[config.mk]
export PLATFORM = sky130hd
export DESIGN_NAME = waypoint_navigation_step_unit
export DESIGN_NICKNAME = d
export VERILOG_FILES = /design/src/wns_pkg.sv /design/src/waypoint_navigation_step_unit.sv /design/src/wns_cordic.sv
export SDC_FILE = /design/constraint.sdc
export NUM_CORES = 2
export LEC_CHECK = 0
export BUFFER_PORTS_ARGS = -buffer_cell sky130_fd_sc_hd__buf_2
export CORE_UTILIZATION = 40
export CTS_BUF_LIST = sky130_fd_sc_hd__clkbuf_4
export CTS_CLUSTER_DIAMETER = 100
export DETAILED_ROUTE_END_ITERATION = 8
export PLACE_DENSITY = 0.65
export SLEW_MARGIN = 20
export SYNTH_ARGS = -nofsm -noshare
export SYNTH_HDL_FRONTEND = slang
export SYNTH_SLANG_ARGS = --single-unit
[constraint.sdc]
create_clock -name clock -period 17.65 [get_ports clock]
set_clock_uncertainty 0.2 [all_clocks]
set_input_delay 0.8825 -clock clock [delete_from_list [all_inputs] [get_ports clock]]
set_output_delay 0.8825 -clock clock [all_outputs]
set_load 0.005 [all_outputs]
[src/wns_pkg.sv]
// ----------------------------------------------------------------------------
// wns_pkg
// Shared types, codes and constants of the waypoint navigation step unit.
// ----------------------------------------------------------------------------
package wns_pkg;

   // angle units: 1/64 degree
   localparam logic [14:0] FULL_TURN    = 15'd23040;
   localparam logic [14:0] HALF_TURN    = 15'd11520;
   localparam logic [14:0] QUARTER_TURN = 15'd5760;
   localparam logic [14:0] THREE_QUARTER_TURN = 15'd17280;

   // cardinal sector bounds on the heading
   localparam logic [14:0] HD_NORTH_END = 15'd2880;
   localparam logic [14:0] HD_EAST_END  = 15'd8640;
   localparam logic [14:0] HD_SOUTH_END = 15'd14400;
   localparam logic [14:0] HD_NORTH_BEG = 15'd20160;

   // rotation unit
   localparam int          ROT_STEPS   = 16;
   localparam int          PRE_SHIFT   = 16;
   localparam int          ANG_W       = 24;
   localparam logic [21:0] ANG_CLAMP   = 22'd1474560;   // quarter turn << 8

   // command codes
   localparam logic [2:0] CMD_FORWARD    = 3'd0;
   localparam logic [2:0] CMD_ROTATE_CCW = 3'd1;
   localparam logic [2:0] CMD_ROTATE_CW  = 3'd2;
   localparam logic [2:0] CMD_COARSE_CCW = 3'd3;
   localparam logic [2:0] CMD_COARSE_CW  = 3'd4;
   localparam logic [2:0] CMD_FINE_CCW   = 3'd5;
   localparam logic [2:0] CMD_FINE_CW    = 3'd6;
   localparam logic [2:0] CMD_STOP       = 3'd7;

   // register indexes
   localparam logic [2:0] CSR_FIELD_SIZE       = 3'd0;
   localparam logic [2:0] CSR_JUMP_LIMIT       = 3'd1;
   localparam logic [2:0] CSR_ARRIVE_TOLERANCE = 3'd2;
   localparam logic [2:0] CSR_ROTATE_THRESHOLD = 3'd3;
   localparam logic [2:0] CSR_COARSE_THRESHOLD = 3'd4;
   localparam logic [2:0] CSR_FINE_THRESHOLD   = 3'd5;

   // register reset values
   localparam logic [11:0] RST_FIELD_SIZE       = 12'd3888;
   localparam logic [11:0] RST_JUMP_LIMIT       = 12'd1463;
   localparam logic [11:0] RST_ARRIVE_TOLERANCE = 12'd160;
   localparam logic [13:0] RST_ROTATE_THRESHOLD = 14'd1920;
   localparam logic [13:0] RST_COARSE_THRESHOLD = 14'd320;
   localparam logic [13:0] RST_FINE_THRESHOLD   = 14'd128;
   localparam logic [11:0] RST_PREV_X           = 12'd975;
   localparam logic [11:0] RST_PREV_Y           = 12'd0;

   typedef struct packed {
      logic [11:0] range_front;
      logic [11:0] range_side;
      logic [14:0] heading;
      logic [11:0] goal_x;
      logic [11:0] goal_y;
   } req_type;

   typedef struct packed {
      logic [11:0] pos_x;
      logic [11:0] pos_y;
      logic [14:0] bearing;
      logic [2:0]  command;
      logic        arrived;
      logic        rescan;
   } rsp_type;

   // atan(2^-i) in 1/16384 degree
   function automatic logic signed [ANG_W-1:0] rot_angle(input logic [3:0] idx);
      logic signed [ANG_W-1:0] a;
      case (idx)
         4'd0:    a = 24'sd737280;
         4'd1:    a = 24'sd435242;
         4'd2:    a = 24'sd229970;
         4'd3:    a = 24'sd116736;
         4'd4:    a = 24'sd58595;
         4'd5:    a = 24'sd29326;
         4'd6:    a = 24'sd14667;
         4'd7:    a = 24'sd7334;
         4'd8:    a = 24'sd3667;
         4'd9:    a = 24'sd1833;
         4'd10:   a = 24'sd917;
         4'd11:   a = 24'sd458;
         4'd12:   a = 24'sd229;
         4'd13:   a = 24'sd115;
         4'd14:   a = 24'sd57;
         4'd15:   a = 24'sd29;
         default: a = '0;
      endcase
      return a;
   endfunction

endpackage

[src/waypoint_navigation_step_unit.sv]
// ----------------------------------------------------------------------------
// waypoint_navigation_step_unit
// Position fix from two range readings, jump check, bearing to goal and
// steering command, one result item per input item.
// ----------------------------------------------------------------------------
// Path: item registered on accept, position fix registered, arctangent
//   rotation unit (micro-rotation steps, one step per cycle, then rounding),
//   bearing registered, result registered. One item at a time: req_stall is
//   high while an item is in work, a finished result waits in the output register.
// Reset (synchronous): registers to their defaults, previous position to
//   (975, 0), no item in work, no result pending.
module waypoint_navigation_step_unit (
   input  logic             clock,
   input  logic             reset,
   input  logic             req_valid,
   output logic             req_stall,
   input  wns_pkg::req_type req_data,
   output logic             rsp_valid,
   input  logic             rsp_stall,
   output wns_pkg::rsp_type rsp_data,
   input  logic             csr_we,
   input  logic [2:0]       csr_index,
   input  logic [13:0]      csr_wdata
);
   import wns_pkg::*;

   localparam logic [2:0] ST_IDLE = 3'd0;
   localparam logic [2:0] ST_POS  = 3'd1;
   localparam logic [2:0] ST_WAIT = 3'd2;
   localparam logic [2:0] ST_CMD  = 3'd3;

   logic [2:0] state_ff, state_in;

   // configuration registers
   logic [11:0] field_size_ff, jump_limit_ff, arrive_tol_ff;
   logic [13:0] rotate_thr_ff, coarse_thr_ff, fine_thr_ff;

   // item registers
   req_type     req_ff;
   logic [11:0] prev_x_ff, prev_x_in, prev_y_ff, prev_y_in;
   logic [11:0] pos_x_ff, pos_y_ff;
   logic [14:0] hd_ff;
   logic signed [12:0] dx_ff, dy_ff;
   logic        jumped_ff;
   logic [14:0] bearing_ff, bearing_in;

   rsp_type rsp_data_ff, rsp_data_in;
   logic    rsp_valid_ff, rsp_valid_in;

   logic        req_take;
   logic [14:0] hd_red;
   logic [11:0] fw_front, fw_side, x_c, y_c, jx, jy, adx, ady;
   logic signed [12:0] dx_c, dy_c;
   logic        jumped_c;
   logic        cordic_done;
   logic [12:0] cordic_angle;
   logic [15:0] quad_sum;
   logic signed [16:0] err_raw, err;
   logic [14:0] err_abs;
   logic [11:0] adx_r, ady_r;
   logic [2:0]  cmd_c;

   assign req_stall = (state_ff != ST_IDLE);
   assign req_take  = req_valid && !req_stall;

   // configuration writes
   always_ff @(posedge clock) begin
      if (reset) begin
         field_size_ff <= RST_FIELD_SIZE;
         jump_limit_ff <= RST_JUMP_LIMIT;
         arrive_tol_ff <= RST_ARRIVE_TOLERANCE;
         rotate_thr_ff <= RST_ROTATE_THRESHOLD;
         coarse_thr_ff <= RST_COARSE_THRESHOLD;
         fine_thr_ff   <= RST_FINE_THRESHOLD;
      end else if (csr_we) begin
         case (csr_index)
            CSR_FIELD_SIZE:       field_size_ff <= csr_wdata[11:0];
            CSR_JUMP_LIMIT:       jump_limit_ff <= csr_wdata[11:0];
            CSR_ARRIVE_TOLERANCE: arrive_tol_ff <= csr_wdata[11:0];
            CSR_ROTATE_THRESHOLD: rotate_thr_ff <= csr_wdata;
            CSR_COARSE_THRESHOLD: coarse_thr_ff <= csr_wdata;
            CSR_FINE_THRESHOLD:   fine_thr_ff   <= csr_wdata;
            default: ;
         endcase
      end
   end

   // position fix: heading sector picks the reading mapping
   always_comb begin
      hd_red   = (req_ff.heading >= FULL_TURN) ? req_ff.heading - FULL_TURN : req_ff.heading;
      fw_front = (req_ff.range_front >= field_size_ff) ? 12'd0
               : field_size_ff - req_ff.range_front;
      fw_side  = (req_ff.range_side >= field_size_ff) ? 12'd0
               : field_size_ff - req_ff.range_side;
      if (hd_red < HD_NORTH_END || hd_red >= HD_NORTH_BEG) begin
         x_c = fw_side;
         y_c = fw_front;
      end else if (hd_red < HD_EAST_END) begin
         x_c = req_ff.range_front;
         y_c = fw_side;
      end else if (hd_red < HD_SOUTH_END) begin
         x_c = req_ff.range_side;
         y_c = req_ff.range_front;
      end else begin
         x_c = fw_front;
         y_c = req_ff.range_side;
      end
      jx       = (x_c >= prev_x_ff) ? x_c - prev_x_ff : prev_x_ff - x_c;
      jy       = (y_c >= prev_y_ff) ? y_c - prev_y_ff : prev_y_ff - y_c;
      jumped_c = (jx > jump_limit_ff) || (jy > jump_limit_ff);
      dx_c     = $signed({1'b0, req_ff.goal_x}) - $signed({1'b0, x_c});
      dy_c     = $signed({1'b0, req_ff.goal_y}) - $signed({1'b0, y_c});
      adx      = (dx_c < 0) ? 12'(-dx_c) : 12'(dx_c);
      ady      = (dy_c < 0) ? 12'(-dy_c) : 12'(dy_c);
   end

   wns_cordic u_cordic (
      .clock (clock),
      .reset (reset),
      .start (state_ff == ST_POS),
      .ax    (adx),
      .ay    (ady),
      .done  (cordic_done),
      .angle (cordic_angle)
   );

   // bearing from quadrant and arctangent
   always_comb begin
      quad_sum = '0;
      if (dx_ff > 0) begin
         quad_sum = (dy_ff > 0) ? {1'b0, THREE_QUARTER_TURN} + {3'b000, cordic_angle}
                                : {1'b0, THREE_QUARTER_TURN} - {3'b000, cordic_angle};
      end else begin
         quad_sum = (dy_ff > 0) ? {1'b0, QUARTER_TURN} - {3'b000, cordic_angle}
                                : {1'b0, QUARTER_TURN} + {3'b000, cordic_angle};
      end
      if (jumped_ff) begin
         bearing_in = '0;
      end else if (dx_ff == 0 && dy_ff == 0) begin
         bearing_in = '0;
      end else if (dx_ff == 0) begin
         bearing_in = (dy_ff > 0) ? 15'd0 : HALF_TURN;
      end else if (dy_ff == 0) begin
         bearing_in = (dx_ff > 0) ? THREE_QUARTER_TURN : QUARTER_TURN;
      end else if (quad_sum >= {1'b0, FULL_TURN}) begin
         bearing_in = 15'(quad_sum - {1'b0, FULL_TURN});
      end else begin
         bearing_in = quad_sum[14:0];
      end
   end

   // heading error and steering command
   always_comb begin
      err_raw = $signed({2'b00, bearing_ff}) - $signed({2'b00, hd_ff});
      err     = err_raw;
      if (err_raw > $signed({2'b00, HALF_TURN})) begin
         err = err_raw - $signed({2'b00, FULL_TURN});
      end else if (err_raw <= -$signed({2'b00, HALF_TURN})) begin
         err = err_raw + $signed({2'b00, FULL_TURN});
      end
      err_abs = (err < 0) ? 15'(-err) : 15'(err);
      adx_r   = (dx_ff < 0) ? 12'(-dx_ff) : 12'(dx_ff);
      ady_r   = (dy_ff < 0) ? 12'(-dy_ff) : 12'(dy_ff);
      if (err_abs > {1'b0, rotate_thr_ff}) begin
         cmd_c = (err > 0) ? CMD_ROTATE_CCW : CMD_ROTATE_CW;
      end else if (err_abs >= {1'b0, coarse_thr_ff}) begin
         cmd_c = (err > 0) ? CMD_COARSE_CCW : CMD_COARSE_CW;
      end else if (err_abs >= {1'b0, fine_thr_ff}) begin
         cmd_c = (err > 0) ? CMD_FINE_CCW : CMD_FINE_CW;
      end else begin
         cmd_c = CMD_FORWARD;
      end
      rsp_data_in.pos_x   = pos_x_ff;
      rsp_data_in.pos_y   = pos_y_ff;
      rsp_data_in.bearing = bearing_ff;
      rsp_data_in.command = cmd_c;
      rsp_data_in.arrived = 1'b0;
      rsp_data_in.rescan  = 1'b0;
      if (jumped_ff) begin
         rsp_data_in.command = CMD_STOP;
         rsp_data_in.rescan  = 1'b1;
      end else if (adx_r <= arrive_tol_ff && ady_r <= arrive_tol_ff) begin
         rsp_data_in.command = CMD_STOP;
         rsp_data_in.arrived = 1'b1;
      end
   end

   // sequencer and output register
   always_comb begin
      state_in     = state_ff;
      rsp_valid_in = rsp_valid_ff && rsp_stall;
      prev_x_in    = prev_x_ff;
      prev_y_in    = prev_y_ff;
      case (state_ff)
         ST_IDLE: begin
            if (req_take) state_in = ST_POS;
         end
         ST_POS: begin
            prev_x_in = x_c;
            prev_y_in = y_c;
            state_in  = ST_WAIT;
         end
         ST_WAIT: begin
            if (cordic_done) state_in = ST_CMD;
         end
         ST_CMD: begin
            if (!rsp_valid_ff || !rsp_stall) begin
               rsp_valid_in = 1'b1;
               state_in     = ST_IDLE;
            end else begin
               rsp_valid_in = 1'b1;
            end
         end
         default: state_in = ST_IDLE;
      endcase
   end

   always_ff @(posedge clock) begin
      if (reset) begin
         state_ff     <= ST_IDLE;
         rsp_valid_ff <= 1'b0;
         prev_x_ff    <= RST_PREV_X;
         prev_y_ff    <= RST_PREV_Y;
      end else begin
         state_ff     <= state_in;
         rsp_valid_ff <= rsp_valid_in;
         prev_x_ff    <= prev_x_in;
         prev_y_ff    <= prev_y_in;
      end
   end

   // payload registers
   always_ff @(posedge clock) begin
      if (req_take) req_ff <= req_data;
      if (state_ff == ST_POS) begin
         pos_x_ff  <= x_c;
         pos_y_ff  <= y_c;
         hd_ff     <= hd_red;
         dx_ff     <= dx_c;
         dy_ff     <= dy_c;
         jumped_ff <= jumped_c;
      end
      if (state_ff == ST_WAIT && cordic_done) bearing_ff <= bearing_in;
      if (state_ff == ST_CMD && (!rsp_valid_ff || !rsp_stall)) rsp_data_ff <= rsp_data_in;
   end

   assign rsp_valid = rsp_valid_ff;
   assign rsp_data  = rsp_data_ff;

endmodule

[src/wns_cordic.sv]
// ----------------------------------------------------------------------------
// wns_cordic
// Iterative vectoring rotation: first-quadrant arctangent of ay/ax, one
// micro-rotation per cycle, then a clamp and rounding step.
// ----------------------------------------------------------------------------
module wns_cordic (
   input  logic        clock,
   input  logic        reset,
   input  logic        start,
   input  logic [11:0] ax,
   input  logic [11:0] ay,
   output logic        done,
   output logic [12:0] angle
);
   import wns_pkg::*;

   logic signed [31:0]      x_ff, x_in, y_ff, y_in;
   logic signed [ANG_W-1:0] z_ff, z_in;
   logic [3:0]              idx_ff, idx_in;
   logic                    busy_ff, busy_in, fin_ff, fin_in, done_ff, done_in;
   logic [12:0]             angle_ff, angle_in;

   logic signed [31:0] xs, ys, y_mag;
   logic [21:0]        z_clamp;
   logic [21:0]        z_round;

   // shifts truncate toward zero
   always_comb begin
      xs    = x_ff >>> idx_ff;
      y_mag = -y_ff;
      ys    = (y_ff < 0) ? -(y_mag >>> idx_ff) : (y_ff >>> idx_ff);
   end

   // clamp to 0..quarter turn and round away the 8 extra fraction bits
   always_comb begin
      if (z_ff < 0) begin
         z_clamp = '0;
      end else if (z_ff > $signed({2'b00, ANG_CLAMP})) begin
         z_clamp = ANG_CLAMP;
      end else begin
         z_clamp = z_ff[21:0];
      end
      z_round = z_clamp + 22'd128;
   end

   always_comb begin
      x_in     = x_ff;
      y_in     = y_ff;
      z_in     = z_ff;
      idx_in   = idx_ff;
      busy_in  = busy_ff;
      fin_in   = 1'b0;
      done_in  = 1'b0;
      angle_in = angle_ff;
      if (start) begin
         x_in    = $signed({4'b0000, ax, 16'h0000});
         y_in    = $signed({4'b0000, ay, 16'h0000});
         z_in    = '0;
         idx_in  = '0;
         busy_in = 1'b1;
      end else if (busy_ff) begin
         if (y_ff > 0) begin
            x_in = x_ff + ys;
            y_in = y_ff - xs;
            z_in = z_ff + rot_angle(idx_ff);
         end else begin
            x_in = x_ff - ys;
            y_in = y_ff + xs;
            z_in = z_ff - rot_angle(idx_ff);
         end
         idx_in = idx_ff + 4'd1;
         if (idx_ff == 4'(ROT_STEPS - 1)) begin
            busy_in = 1'b0;
            fin_in  = 1'b1;
         end
      end else if (fin_ff) begin
         angle_in = z_round[20:8];
         done_in  = 1'b1;
      end
   end

   always_ff @(posedge clock) begin
      if (reset) begin
         busy_ff <= 1'b0;
         fin_ff  <= 1'b0;
         done_ff <= 1'b0;
         idx_ff  <= '0;
      end else begin
         busy_ff <= busy_in;
         fin_ff  <= fin_in;
         done_ff <= done_in;
         idx_ff  <= idx_in;
      end
      x_ff     <= x_in;
      y_ff     <= y_in;
      z_ff     <= z_in;
      angle_ff <= angle_in;
   end

   assign done  = done_ff;
   assign angle = angle_ff;

endmodule

* After elaboration in Yosys (flattened, before gate mapping) *
Memories as Yosys holds them, arrays and structs flattened. A register that Yosys moved wholly into a read port is not among the register bits.
Index checks and enable logic that the tools add are counted.

storage, ports and cells
  bits in registers = 402
  latch bits = 0
  memory bits (writable) = 0
  ROM bits = 640
  input bits = 85
  word-level logic and storage cells = 215
  memories kept = 2

operators by class
  $add $sub $neg = 32
  multipliers = 0
  divide/modulo/power cells = 0
  order comparisons = 31
  equality and inequality tests = 12
  shifts and indexed selects = 3
  multiplexer cells = 64
  bitwise logic cells = 2
  reduce and logical (&&, ||, !) cells = 31

memory list
  name             depth  bits a word  read ports  clocked after Yosys merged registers in  write ports  RTL line       text
  (no name shown)  16     20           1           1                                        0            wns_pkg.sv:73  case (idx)
  (no name shown)  16     20           1           1                                        0            wns_pkg.sv:73

operator list
  cell                      count
  $mux W12                  14
  $mux W24                  7
  $mux W28                  4
  $mux W32                  3
  $sshr A32 B4 Y32          3
  $mux W15                  6
  $sub A12 B12 Y12          6
  $add A32 B32 Y32          2
  $logic_not A32 Y1         2
  $neg A32 Y32              2
  $sub A32 B32 Y32          2
  $lt A13 B1 Y1 const B     4
  $ge A12 B12 Y1            4
  $mux W16                  3
  $neg A12 Y12              4
  $mux W21                  2
  $mux W17                  2
  $gt A32 B1 Y1 const B     1
  $lt A32 B1 Y1 const B     1
  $ge A15 B14 Y1            2
  $ge A15 B15 Y1 const B    2
  $lt A15 B14 Y1 const B    2
  $sub A15 B15 Y15 const B  2
  $gt A13 B1 Y1 const B     2
  other kinds (47)          93

* Depth between registers and ports, before layout *
  depth after elaboration = 10
  mapped depth = 45

* Cells and area by module *
From an unflattened synthesis, not the netlist that was laid out.

second synthesis, totals
  cells, all modules = 4,468
  area total of the unflattened synthesis = 37,750.0 um^2

modules (own cells, without submodules)
  module                         instances  cells each  area each (um^2)  sequential area each (um^2)
  waypoint_navigation_step_unit  1          2,158       20,194.4          7,747.4
  wns_cordic                     1          2,310       17,555.6          2,932.8

* Least setup slack after synthesis *
No wires, ideal clock.

  kind = register to register
  from = register req_ff[34] (netlist name)
  to = register jumped_ff (data pin)
  setup time = 0.258 ns
  data arrival time = 7.104 ns
  required time = 17.192 ns
  slack = 10.088 ns
  stages on the path, launching flop included = 41
  path buffers = 4
  period minus slack after synthesis = 7.562 ns
  cell sequence = edfxtp_1 or4_1 nor3_1 o31a_1 o211a_1 xor2_1 or2_2 a21oi_1 nor2_1 a21oi_1 clkbuf_1 buf_1 o211ai_1 o21ai_0 inv_1 fa_1 inv_1 a21oi_1 [... 5 more ...] o21ai_0 a21oi_1 o21a_1 o21ai_0 nand2b_1 clkbuf_1 clkbuf_1 mux2i_1 o21ai_0 a21boi_0 xnor2_1 ha_1 a21o_1 a21o_1 a21oi_1 o221ai_1 o21ai_0 nand2_1

between the ends
  cells in the longest elaborated chain, start to end = 10
  elaborated cells between the ends (all ways) = 25
  those cells by class = add/sub: 5; order compare: 9; mux: 9; reduce/logical: 2

RTL lines
  element                                                    RTL line                              text
  start: declaration                                         waypoint_navigation_step_unit.sv:39   req_type req_ff;
  start signal: assignment                                   waypoint_navigation_step_unit.sv:234  if (req_take) req_ff <= req_data;
  $sub A15 B15 Y15 / $ge A15 B15 Y1 (equally long branches)  waypoint_navigation_step_unit.sv:90   hd_red = (req_ff.heading >= FULL_TURN) ? req_ff.heading - FULL_TURN : req_ff.heading;
  $mux W15 (*)                                               waypoint_navigation_step_unit.sv:90
  via hd_red[12]                                             waypoint_navigation_step_unit.sv:51   logic [14:0] hd_red;
  $lt A15 B14 Y1                                             waypoint_navigation_step_unit.sv:101  end else if (hd_red < HD_SOUTH_END) begin
  $mux W12                                                   waypoint_navigation_step_unit.sv:101
  $mux W12                                                   waypoint_navigation_step_unit.sv:98   end else if (hd_red < HD_EAST_END) begin
  $mux W12 (*)                                               waypoint_navigation_step_unit.sv:95   if (hd_red < HD_NORTH_END || hd_red >= HD_NORTH_BEG) begin
  via x_c[1]                                                 waypoint_navigation_step_unit.sv:52   logic [11:0] fw_front, fw_side, x_c, y_c, jx, jy, adx, ady;
  $sub A12 B12 Y12 / $ge A12 B12 Y1 (equally long branches)  waypoint_navigation_step_unit.sv:108  jx = (x_c >= prev_x_ff) ? x_c - prev_x_ff : prev_x_ff - x_c;
  $mux W12 (*)                                               waypoint_navigation_step_unit.sv:108
  $gt A12 B12 Y1 (*)                                         waypoint_navigation_step_unit.sv:110  jumped_c = (jx > jump_limit_ff) || (jy > jump_limit_ff);
  $logic_or A1 B1 Y1 (*)                                     waypoint_navigation_step_unit.sv:110
  via jumped_c                                               waypoint_navigation_step_unit.sv:54   logic jumped_c;
  end signal: assignment                                     waypoint_navigation_step_unit.sv:241  jumped_ff <= jumped_c;
  end: declaration                                           waypoint_navigation_step_unit.sv:44   logic jumped_ff;

Mark *: on every way through the listed nets, which the timed path passes. The rest lies on a longest branch.
A chain may end at the register's enable or synchronous reset.

* Worst setup path in the final report *
  from = register u_cordic.y_ff[1]
  to = register u_cordic.x_ff[25] (data pin)

between the ends
  cells in the longest elaborated chain, start to end = 8
  elaborated cells between the ends (all ways) = 12
  those cells by class = add/sub: 4; order compare: 2; shift: 2; mux: 4

RTL lines
  element                                                      RTL line                            text
  start: declaration                                           wns_cordic.sv:17                    logic signed [31:0] x_ff, x_in, y_ff, y_in;
  start signal: assignment                                     wns_cordic.sv:95                    y_ff <= y_in;
  $neg A32 Y32                                                 wns_cordic.sv:30                    y_mag = -y_ff;
  $sshr A32 B4 Y32                                             wns_cordic.sv:31                    ys = (y_ff < 0) ? -(y_mag >>> idx_ff) : (y_ff >>> idx_ff);
  $neg A32 Y32                                                 wns_cordic.sv:31
  $mux W32                                                     wns_cordic.sv:31
  $sub A32 B32 Y32 / $add A32 B32 Y32 (equally long branches)  wns_cordic.sv:67, wns_cordic.sv:63
  $mux W32 (*)                                                 wns_cordic.sv:62                    if (y_ff > 0) begin
  $mux W28 (*)                                                 wns_cordic.sv:61                    end else if (busy_ff) begin
  $mux W28 (*)                                                 wns_cordic.sv:55                    if (start) begin
  via u_cordic.x_in[25]                                        wns_cordic.sv:17
  end signal: assignment                                       wns_cordic.sv:94                    x_ff <= x_in;
  end: declaration                                             wns_cordic.sv:17

Mark *: on every way through the listed nets, which the timed path passes. The rest lies on a longest branch. The select of a mux whose other input is x is not followed.

==> results.sh <==
export IMPL_status="complete, no violations"
export IMPL_hold_class="input port to register"
export IMPL_portBuffers=130
export IMPL_critPathSlowestCell="nand4_1"
export IMPL_ys_ff_latch=421
export IMPL_synth_mux_area_share_pct=6.25
export IMPL_worstSetupEndpointType="register"
export IMPL_syn_mean_instance_area_um2=8.28
export IMPL_nNetsFinal=5024
export IMPL_grt_pass1_vias=31300
export IMPL_async_flop_share_pct=0
export IMPL_synthSimpleGateAreaFrac_pct=19.4
export IMPL_setup_viol=0
export IMPL_ctsRootBufferMaster="clkbuf_4"
export IMPL_synth_enable_flop_cells=225
export IMPL_layout_common_cells="nand2_1, nor2_1, a21oi_1, ha_1, o21ai_0"
export IMPL_netlist_instances=4464
export IMPL_clockBufferDepth=3
export IMPL_synth_fp_nets=4881
export IMPL_hpwlAfterDp_um=83100
export IMPL_grt_max_degree=81
export IMPL_synthAdderAreaFrac_pct=11.5
export IMPL_crit_path_frequent_cell="o21ai_0"
export IMPL_post_cts_resized=0
export IMPL_hp_start="csr_wdata[8]"
export IMPL_grt_usage_pct=23.0
export IMPL_critical_path_class="register to register"
export IMPL_r2r_setup_slack_ns=8.76
export IMPL_worst_setup_path_start_kind="register"
export IMPL_cts_tree="done"
export IMPL_synth_cell_types=106
export IMPL_tns_ns=0
export IMPL_n_fill_cell=8978
export IMPL_worst_pin_slew_ns=1.04
export IMPL_rsz0062_at_grt="false"
export IMPL_top_layer="met5"
export IMPL_synth_xor_area_share_pct=7.42
export IMPL_rows=111
export IMPL_place_gp_congestion=0.939
export IMPL_worstPathArrival_ns=9.28
export IMPL_min_to="fine_thr_ff[8]$_SDFFE_PP0P_"
export IMPL_wl_met2_um=51000
export IMPL_synth_top_family_by_area="compound AO/OA/AOI/OAI gates"
export IMPL_synth_top_flop_cell="edfxtp_1"
export IMPL_die_w_um=306
export IMPL_die_h_um=306
export IMPL_drt_iter0_drc=2517
export IMPL_layout_commonest_cell="nand2_1"
export IMPL_area_growth_pct=10.5
export IMPL_drtAntennaViolNets=0
export IMPL_hold_viol_final=0
export IMPL_ios=131
export IMPL_dr_total_vias=33700
export IMPL_worst_path_buf_inv=1
export IMPL_overflow=0
export IMPL_r2r_start="u_cordic.y_ff[1]$_SDFFE_PP0P_"
export IMPL_grt_pass1_wl_um=173000
export IMPL_maxCapViolations=0
export IMPL_worstPathRequired_ns=18.05
export IMPL_r2r_cells=28
export IMPL_ys_warn_count=0
export IMPL_worstPathMaxFanout=20
export IMPL_post_drt_wl_per_cell_um=18.9
export IMPL_synth_seq_area_share_pct=28.9
export IMPL_coreArea_um2=91500
export IMPL_final_max_slew_viol_count=0
export IMPL_insertion_delay_ns=0.91
export IMPL_antenna_found_initial=3
export IMPL_syn_area_um2=37000
export IMPL_vias_per_cell=5.72
export IMPL_slew_headroom_pct=30.9
export IMPL_initial_core_util_pct=40.4
export IMPL_wl_met3_um=7180
export IMPL_whs_path_depth=3
export IMPL_wirelength_um=111000
export IMPL_wl_met1_um=49900
export IMPL_synth_compound_area_share_pct=21.4
export IMPL_slowest_delay_ns=0.81
export IMPL_cts_sinks=421
export IMPL_htree_levels=3
export IMPL_worst_r2r_endpoint="u_cordic.x_ff[25]$_DFFE_PP_"
export IMPL_finalCritPeriodShare_pct=50.3
export IMPL_route_detailed_drc=0
export IMPL_clock_fmax_ghz=0.113
export IMPL_drive_gt1_share_pct=10.8
export IMPL_cts_buffers=113
export IMPL_die_area_um2=93600
export IMPL_crit_family="simple AND/OR/NAND/NOR gates"
export IMPL_clk_pin_slew_ns=0.07
export IMPL_post_route_min_period_ns=8.89
export IMPL_drtPass1Iterations=6
[flip-flops by register name, summed over array words and instances (netlist names), 15 cells and up, named ones only]
| name | flops |
|---|---|
| rsp_data | 44 |
| hd_ff | 15 |
| u_cordic.x_ff | 32 |
| bearing_ff | 15 |
| u_cordic.y_ff | 32 |
| u_cordic.z_ff | 24 |
| req_ff | 63 |
[worst max path at each step]
stage	from	endpoint	slack (ns)	cells after the start
6_report	u_cordic.y_ff[1]$_SDFFE_PP0P_	u_cordic.x_ff[25]$_DFFE_PP_	8.76	28
3_5_place_dp	u_cordic.y_ff[1]$_SDFFE_PP0P_	u_cordic.x_ff[25]$_DFFE_PP_	8.96	28
5_1_grt	u_cordic.y_ff[1]$_SDFFE_PP0P_	u_cordic.x_ff[25]$_DFFE_PP_	8.09	29
2_1_floorplan	req_ff[34]$_DFFE_PP_	jumped_ff$_DFFE_PP_	10.09	40
3_3_place_gp	u_cordic.y_ff[1]$_SDFFE_PP0P_	u_cordic.x_ff[31]$_SDFFE_PP0P_	9.10	32
4_1_cts	u_cordic.y_ff[1]$_SDFFE_PP0P_	u_cordic.x_ff[25]$_DFFE_PP_	8.89	28
[layer usage]
metal  up-vias  global-route usage (%)
li1      16600                       -
met1     15800                    31.0
met2      1171                    37.9
met3       201                    3.26
met4         2                    7.50
met5         -                       0
[cells in the mapped netlist, types with 46 or more instances]
| cell | instances | area share [%] |
|---|---|---|
| nand2_1 | 541 | 5.5 |
| nor2_1 | 356 | 3.6 |
| a21oi_1 | 336 | 4.6 |
| ha_1 | 320 | 11 |
| o21ai_0 | 296 | 4.0 |
| inv_1 | 290 | 2.9 |
| edfxtp_1 | 225 | 18 |
| dfxtp_1 | 196 | 11 |
| xnor2_1 | 173 | 4.1 |
| clkbuf_1 | 155 | 1.6 |
| xor2_1 | 140 | 3.3 |
| mux2i_1 | 96 | 2.6 |
| nor3_1 | 96 | 1.3 |
| nand3_1 | 94 | 1.3 |
| a21o_1 | 86 | 1.7 |
| nand2b_1 | 64 | 1.1 |
| a211oi_1 | 61 | 1.2 |
| o211ai_1 | 56 | 1.1 |
| nor2b_1 | 54 | 0.91 |
| nand4_1 | 50 | 0.85 |
| mux4_2 | 46 | 2.8 |
| or3_1 | 46 | 0.78 |
[logic make-up (layout without fill, tap and decap cells)]
kind of cell,after synthesis,after routing
other,0,6
XOR/XNOR,313,313
flip-flops,421,421
AO/OA/AOI/OAI,1224,1224
buffers and inverters,502,741
adder cells (fa/ha/maj),332,332
AND/OR/NAND/NOR,1503,1503
multiplexers,169,169
[stage by stage]
| step | cells | utilization, % | worst slack, ns | hold slack (ns) | cell area (µm²) |
|---|---|---|---|---|---|
| 2_1_floorplan | 4464 | - | 10.09 | 0.200 | 37000 |
| 3_3_place_gp | 5613 | 42.2 | 9.10 | 0.203 | 38700 |
| 3_5_place_dp | 5613 | 42.2 | 8.96 | 0.205 | 38700 |
| 4_1_cts | 5889 | 44.6 | 8.89 | 0.0142 | 40800 |
| 5_1_grt | 5895 | 44.6 | 8.09 | 0.00747 | 40800 |
| 6_report | 5895 | 44.6 | 8.76 | 0.0962 | 40800 |
[worst register-to-register path: cells and delay by family (launching register included)]
kind	cells	cell delay, ns
AND/OR/NAND/NOR	11	3.89
buffers and inverters	1	0.10
AO/OA/AOI/OAI	10	2.31
multiplexers	2	0.88
flip-flops	1	0.43
XOR/XNOR	2	0.32
adder cells (fa/ha/maj)	2	0.48
[final cells by class]
class / count / area [µm²] / area share, %
clock inverters: 56 / 352 / 0.861
clock buffers: 155 / 1160 / 2.85
inverters: 294 / 1100 / 2.70
repair buffers: 236 / 1610 / 3.94
flip-flops and latches: 421 / 10700 / 26.2
well taps: 1186 / 1480 / 3.63
diodes: 6 / 15.0 / 0.0368
multi-input cells: 3541 / 24400 / 59.8
[repair_timing]
| action | 4_1_cts | 5_1_grt |
|---|---|---|
| endpoints found under the setup margin | 0 | 0 |
| hold buffers | 65 | 0 |
| endpoints found under the hold margin | 69 | 0 |
| setup buffers | 0 | 0 |
Power is left out: the tool's default activity adds up to more than one toggle a clock period on the data nets, which glitch-free logic cannot reach.
